--- config.mk ---
export PLATFORM = sky130hd
export DESIGN_NAME = fdz_ctrl
export DESIGN_NICKNAME = d
export VERILOG_FILES = /design/src/rtl/fdz_pkg.sv /design/src/rtl/fdz_ctrl.sv
export SDC_FILE = /design/constraint.sdc
export NUM_CORES = 1
export LEC_CHECK = 0
export ABC_AREA = 1
export BUFFER_PORTS_ARGS = -buffer_cell sky130_fd_sc_hd__buf_2
export CAP_MARGIN = 20
export CORE_AREA = 10 10 47 49
export CTS_BUF_LIST = sky130_fd_sc_hd__clkbuf_4
export DETAILED_ROUTE_END_ITERATION = 6
export DIE_AREA = 0 0 57 59
export PLACE_DENSITY_LB_ADDON = 0.2
export SYNTH_ARGS = -nofsm -noshare
export SYNTH_HDL_FRONTEND = slang
export SYNTH_SLANG_ARGS = --single-unit
--- constraint.sdc ---
create_clock -name clk -period 3.2 [get_ports clk]
set_input_delay 0.32 -clock clk [delete_from_list [all_inputs] [get_ports clk]]
set_output_delay 0.32 -clock clk [all_outputs]
set_load 0.1 [all_outputs]
--- src/rtl/fdz_pkg.sv ---
// ----------------------------------------------------------------------------
// fdz_pkg
// Shared types, constants and default parameters of the z-scan search unit.
// ----------------------------------------------------------------------------
package fdz_pkg;

	// default geometry
	localparam int DEF_MAX_WIDTH  = 2048;
	localparam int DEF_MAX_HEIGHT = 2048;
	localparam int DEF_UNIT_SIZE  = 64;
	localparam int DEF_LEAF_SIZE  = 4;

	// flag store word: blocks per memory row
	localparam int WORD_BITS = 8;

	// configuration port
	localparam int CFG_IDX_W  = 2;
	localparam int CFG_DATA_W = 12;

	localparam logic [CFG_IDX_W-1:0] REG_FRAME_WIDTH  = 2'd0;
	localparam logic [CFG_IDX_W-1:0] REG_FRAME_HEIGHT = 2'd1;
	localparam logic [CFG_IDX_W-1:0] REG_MARK_DIFF    = 2'd2;

	localparam logic [11:0] RST_FRAME_WIDTH  = 12'd2048;
	localparam logic [11:0] RST_FRAME_HEIGHT = 12'd2048;

	localparam logic [7:0] GRAY_LEVEL = 8'd130;

	localparam int UIDX_W = 10;

	typedef struct packed {
		logic [10:0] pixel_x;
		logic [10:0] pixel_y;
		logic [7:0]  pixel_red;
		logic [7:0]  pixel_green;
		logic [7:0]  pixel_blue;
		logic        frame_last;
	} pixel_t;

	typedef struct packed {
		logic              found;
		logic [UIDX_W-1:0] unit_index;
		logic [10:0]       first_x;
		logic [10:0]       first_y;
		logic [7:0]        part_index;
	} result_t;

	// controller -> datapath
	typedef struct packed {
		logic mark;   // pixel word accepted this cycle
		logic start;  // last pixel accepted: arm the scan
		logic scan;   // scan in progress
		logic load;   // copy scan result to output register
		logic clear;  // clearing sweep step
	} cmd_t;

	// datapath -> controller
	typedef struct packed {
		logic hit;        // marked block found this cycle
		logic exhausted;  // walk finished without a hit
		logic clr_last;   // final row of clearing sweep
	} sts_t;

endpackage

--- src/rtl/fdz_ctrl.sv ---
// ----------------------------------------------------------------------------
// fdz_ctrl
// Sequencer: clearing sweep, pixel intake, scan and result hand-off.
// ----------------------------------------------------------------------------
module fdz_ctrl (
	input  logic        clk,
	input  logic        arst_n,
	input  logic        pixel_valid,
	input  logic        pixel_last,
	output logic        pixel_ready,
	output logic        result_valid,
	input  logic        result_ready,
	output fdz_pkg::cmd_t cmd,
	input  fdz_pkg::sts_t sts
);
	import fdz_pkg::*;

	typedef enum logic [1:0] {
		ST_CLEAR,
		ST_IDLE,
		ST_SCAN,
		ST_HOLD
	} state_t;

	state_t state_q;
	logic   out_free;
	logic   accept;

	assign pixel_ready = (state_q == ST_IDLE);
	assign accept      = pixel_valid && pixel_ready;
	assign out_free    = !result_valid || result_ready;

	always_comb begin
		cmd       = '0;
		cmd.mark  = accept;
		cmd.start = accept && pixel_last;
		cmd.scan  = (state_q == ST_SCAN);
		cmd.load  = (state_q == ST_HOLD) && out_free;
		cmd.clear = (state_q == ST_CLEAR);
	end

	always_ff @(posedge clk or negedge arst_n) begin
		if (!arst_n) begin
			state_q      <= ST_CLEAR;
			result_valid <= 1'b0;
		end else begin
			if (cmd.load) begin
				result_valid <= 1'b1;
			end else if (result_ready) begin
				result_valid <= 1'b0;
			end
			unique case (state_q)
				ST_CLEAR: begin
					if (sts.clr_last) begin
						state_q <= ST_IDLE;
					end
				end
				ST_IDLE: begin
					if (cmd.start) begin
						state_q <= ST_SCAN;
					end
				end
				ST_SCAN: begin
					if (sts.hit || sts.exhausted) begin
						state_q <= ST_HOLD;
					end
				end
				ST_HOLD: begin
					if (out_free) begin
						state_q <= ST_CLEAR;
					end
				end
				default: state_q <= ST_CLEAR;
			endcase
		end
	end

endmodule

==> results of run 1 <==
-- metrics by stage --
step | util [%] | area (um^2)
2_1_floorplan | - | 274.0
3_3_place_gp | 25.45 | 356.6
3_5_place_dp | 25.45 | 356.6
4_1_cts | 28.30 | 396.6
5_1_grt | 28.30 | 396.6
6_report | 28.30 | 396.6
-- critical path: stages, from the launching register on --
cell     delay [ns]
dfrtp_1        0.40
inv_1          0.11
ha_1           0.18
nand2_1        0.07
nor2_1         0.07
buf_2          0.42
-- metal layers --
metal,wire (um),global-route usage [%],vias to the layer above,share of wire (%)
met5,0,0,-,0
met4,0,4.027,0,0
met3,67,2.146,0,11
met2,304,6.047,8,49
met1,249,3.341,111,40
li1,-,-,146,-
-- layout by cell type, fill, tap and decap left out, drive strengths merged --
master,count
nand2,10
nor2,4
a21oi,2
ha,5
dfrtp,3
dlygate4sd3,1
nand3,3
inv,9
or2,1
buf,14
clkbuf,4
-- flip-flops by register name, summed over array words and instances, names as in the netlist --
name and count:
state_q 2, result_valid 1
-- cells in the mapped netlist --
cell | number | area (um^2)
a21oi_1 | 1 | 5.000
a21oi_2 | 1 | 8.760
buf_4 | 1 | 7.510
dfrtp_1 | 3 | 75.07
ha_1 | 5 | 62.56
inv_1 | 7 | 26.28
inv_2 | 2 | 7.510
nand2_1 | 9 | 33.78
nand2_2 | 1 | 6.260
nand3_1 | 3 | 15.01
nor2_1 | 2 | 7.510
nor2_2 | 2 | 12.51
or2_2 | 1 | 6.260
-- how the worst min path moves through the flow --
| stage | endpoint | cells past startpoint | from |
|---|---|---|---|
| 3_3_place_gp | state_q[0] | 1 | arst_n |
| 3_5_place_dp | state_q[0] | 1 | arst_n |
| 2_1_floorplan | result_valid | 0 | arst_n |
| 6_report | result_valid | 4 | result_ready |
| 4_1_cts | result_valid | 4 | result_ready |
| 5_1_grt | result_valid | 4 | result_ready |
-- final cells by class --
class / instances / area (um^2)
clock buffers: 4 / 30.03
fillers: 163 / 1005
inverters: 9 / 33.78
multi-input cells: 25 / 157.7
flip-flops and latches: 3 / 75.07
well taps: 16 / 20.02
repair buffers: 15 / 80.08
-- logic make-up (layout without fill, tap and decap cells) --
family	after synthesis	in the layout	synth area share (%)
buffers and inverters	10	28	15.07
adders and majority gates	5	5	22.83
DFF	3	3	27.40
AOI/OAI and AO/OA	2	2	5.022
and+or+nand+nor	18	18	29.68
==> impl_metrics.py, run 1 <==
metrics = {
    "floorplan": {
        "initial_core_util_pct": 19.55,
        "core_mm2": 0.001401,
        "row_count": 14,
        "io_pins": 15,
        "die_y_um": 59,
        "die-area_mm2": 0.003363,
        "die_x_um": 57,
    },
    "synthesis": {
        "synthDistinctLibCells": 13,
        "avgSynthCellArea_um2": 7.211,
        "synth-seq-area-share_pct": 27.40,
        "synth-seq-cells": 3,
        "synth_area_um2": 274.0,
        "ys_warn_count": 0,
        "syn-num-nets": 51,
        "synth_cells": 38,
    },
    "cts": {
        "cts.sink_count": 3,
        "cts_resized": 0,
        "cts_setup_buffers": 0,
        "ctsRootBufferMaster": "clkbuf_4",
        "clk_pin_slew_ns": 0.04,
        "htreeDepth": 1,
        "clock_latency_ns": 0.23,
        "cts_tree": "built",
        "cts_buffers": 3,
        "cts_hold_buf": 1,
        "cts_buffer_depth": 2,
    },
    "worst_setup_path": {
        "worst_setup_path_end_kind": "output pin",
        "regToRegSetupSlack_ns": 1.95,
        "worst-endpoint-arrival_ns": 1.49,
        "r2r-start": "state_q[0]",
        "start_kind": "register",
        "worstPathMaxFanout": 4,
        "reg2reg_to": "state_q[0]",
        "crit_end": "cmd[3]",
        "crit_type": "register to output pin",
        "critPathRequiredTime_ns": 2.88,
        "r2r_cells": 5,
        "cp-startpoint": "state_q[1]",
    },
    "final_layout": {
        "diodes": 0,
        "fin_nets": 70,
        "syn_to_final_growth_pct": 44.75,
        "drive_gt1_share_pct": 44.64,
        "fin_cells": 72,
    },
    "placed_design": {
        "hpwl_um": 541.5,
        "place_ws_ns": 1.616,
        "portBuffers": 14,
        "place_inst": 67,
        "gp_congestion": 0.6571,
    },
    "flow_run": {
        "maxCapViolCount": 0,
    },
    "detailed_routing": {
        "drc": 0,
        "routed-via-count": 265,
        "first_pass_iters": 1,
        "final_antenna_net_count": 0,
        "vias_per_cell": 3.681,
        "drt_iter0_drc": 0,
        "wl_um": 621,
        "post_drt_wl_per_cell_um": 8.625,
    },
    "sta": {
        "hold_slack_ns": 0.3360,
        "skew_ns": 0.0005399,
        "period_minus_slack_ns": 1.814,
        "fin_ws_ns": 1.386,
        "period_share_pct": 56.69,
        "slew_headroom_pct": 67.49,
        "hold_violations": 0,
        "worst_slew_pin_slew_ns": 0.4910,
        "finalMaxSlewViolations": 0,
        "fmax_mhz": 551.2,
        "rsz0062_at_grt": "no",
        "setup_viol": 0,
        "fin_tns_setup_ns": 0,
    },
    "grt": {
        "grt_pass1_vias": 269,
        "grt.overflow.total": 0,
        "antenna_found_initial": 0,
        "grt_pass1_wl_um": 986,
        "grt_max_degree": 5,
        "grt_use_total_pct": 3.853,
    },
    "outcome": {
        "outcome": "finished clean",
    },
    "min_path": {
        "hp-class": "input pin to register",
    },
}
Power of run 1 is not shown: default switching activity piles up to over one toggle a cycle in this logic, so the estimate is an artifact.
==> run 2, diff against run 1 <==
==> constraint.sdc (replaced) <==
create_clock -name clk -period 1.5 [get_ports clk]
set_input_delay 0.15 -clock clk [delete_from_list [all_inputs] [get_ports clk]]
set_output_delay 0.15 -clock clk [all_outputs]
set_load 0.1 [all_outputs]
==> impl_metrics.py, run 2 (synthesized netlist as in run 1, its figures left out) <==
metrics = {
    "cts": {
        "cts_buffers": 3,
        "ctsRootBufferMaster": "clkbuf_4",
        "clock_latency_ns": 0.23,
        "cts_buffer_depth": 2,
        "cts_tree": "built",
        "cts.sink_count": 3,
        "htreeDepth": 1,
        "clk_pin_slew_ns": 0.03,
    },
    "worst_setup_path": {
        "cpPeakStageDelay_ns": 0.39,
        "path_buf_inv": 2,
        "worst-endpoint-arrival_ns": 1.25,
        "start_kind": "register",
        "crit_type": "register to output pin",
        "critPathRequiredTime_ns": 1.35,
        "worstPathMaxFanout": 3,
        "crit_chain": "inv_2 -> ha_4 -> nand2_2 -> nor2_4 -> buf_12",
        "cpLargestDelayFamily": "flip-flops",
        "worst_setup_path_end_kind": "output pin",
        "cp_slowest_cell": "dfrtp_1",
    },
    "sta": {
        "period_share_pct": 93.47,
        "worst_slew_pin_slew_ns": 0.4867,
        "slew_headroom_pct": 67.78,
        "period_minus_slack_ns": 1.402,
        "setup_viol": 0,
        "hold_violations": 0,
        "finalMaxSlewViolations": 0,
        "rsz0062_at_grt": "no",
        "fmax_mhz": 713.3,
        "skew_ns": 0.002417,
    },
    "detailed_routing": {
        "vias_per_cell": 3.784,
        "routed-via-count": 280,
        "wl_um": 676,
        "final_antenna_net_count": 0,
        "first_pass_iters": 1,
        "post_drt_wl_per_cell_um": 9.135,
        "drt_iter0_drc": 0,
        "drc": 0,
    },
    "placed_design": {
        "placed_area_um2": 486.7,
        "gp_congestion": 0.7107,
        "hpwl_um": 591.7,
        "portBuffers": 14,
    },
    "grt": {
        "grt_max_degree": 5,
        "grt_use_total_pct": 4.404,
        "grt_pass1_wl_um": 1152,
        "grt_pass1_vias": 311,
        "antenna_found_initial": 0,
        "grt.overflow.total": 0,
    },
    "floorplan": {
        "die-area_mm2": 0.003363,
        "initial_core_util_pct": 19.55,
        "row_count": 14,
        "die_x_um": 57,
        "die_y_um": 59,
        "core_mm2": 0.001401,
        "io_pins": 15,
    },
    "flow_run": {
        "maxCapViolCount": 0,
    },
    "final_layout": {
        "largest_reg_flops": 2,
        "diodes": 0,
        "drive_gt1_share_pct": 62.07,
        "reg_top3": "state_q (2), result_valid (1)",
        "final_area_um2": 543.0,
        "fin_nets": 72,
        "largest_register": "state_q",
        "syn_to_final_growth_pct": 98.17,
        "layout_common_cells": "nand2_1, buf_2, inv_1, buf_12, clkbuf_4",
    },
    "outcome": {
        "outcome": "finished clean",
    },
    "min_path": {
        "hp-class": "input pin to register",
    },
}
-- run 2: through the flow --
step	utilization (%)	hold slack [ns]	cells	setup slack (ns)	TNS [ns]
2_1_floorplan	-	-0.1456	38	-0.1004	-0.1956
3_3_place_gp	34.73	-0.05329	67	0.2081	0
3_5_place_dp	34.73	-0.05442	67	0.2072	0
4_1_cts	37.59	0.1742	72	0.04038	0
5_1_grt	38.75	0.2075	74	0.03578	0
6_report	38.75	0.1792	74	0.09800	0
-- run 2: layout make-up --
class / instances / area (um^2)
Fill cell: 150 / 858.3
Multi-Input combinational cell: 25 / 196.4
Timing Repair Buffer: 17 / 185.2
Sequential cell: 3 / 77.57
Inverter: 9 / 33.78
Clock buffer: 4 / 30.03
Tap cell: 16 / 20.02
-- run 2: worst min-delay path: cells and delay by family --
kind / cells / cell delay (ns)
buffers and inverters: 2 / 0.13
AND/OR/NAND/NOR: 2 / 0.09
-- run 2: repair_timing --
item                                    CTS  global route
buffers inserted                          0             2
endpoints found under the setup margin    0             2
endpoints found under the hold margin     3             0
gates resized for setup                   0             1
hold buffers                              1             0
-- run 2: final timing paths --
path	start	end	slack (ns)	cells after the start
setup / recovery	state_q[1]	cmd[3]	0.1	5
hold / removal	result_ready	result_valid	0.18	4
hold reg to reg	result_valid	result_valid	0.54	2
max in group asynchronous	arst_n	result_valid	1.15	2
setup reg to reg	state_q[1]	state_q[0]	0.22	9
min in group asynchronous	arst_n	state_q[0]	0.23	2
-- run 2: metal layers --
layer | GRT usage (%) | up-vias | wire length, um
met1 | 3.791 | 123 | 258
li1 | - | 149 | -
met3 | 0.6438 | 2 | 14
met4 | 5.034 | 0 | 16
met5 | 0 | - | 0
met2 | 8.062 | 6 | 388
Power of run 2 is left out for the same reason.
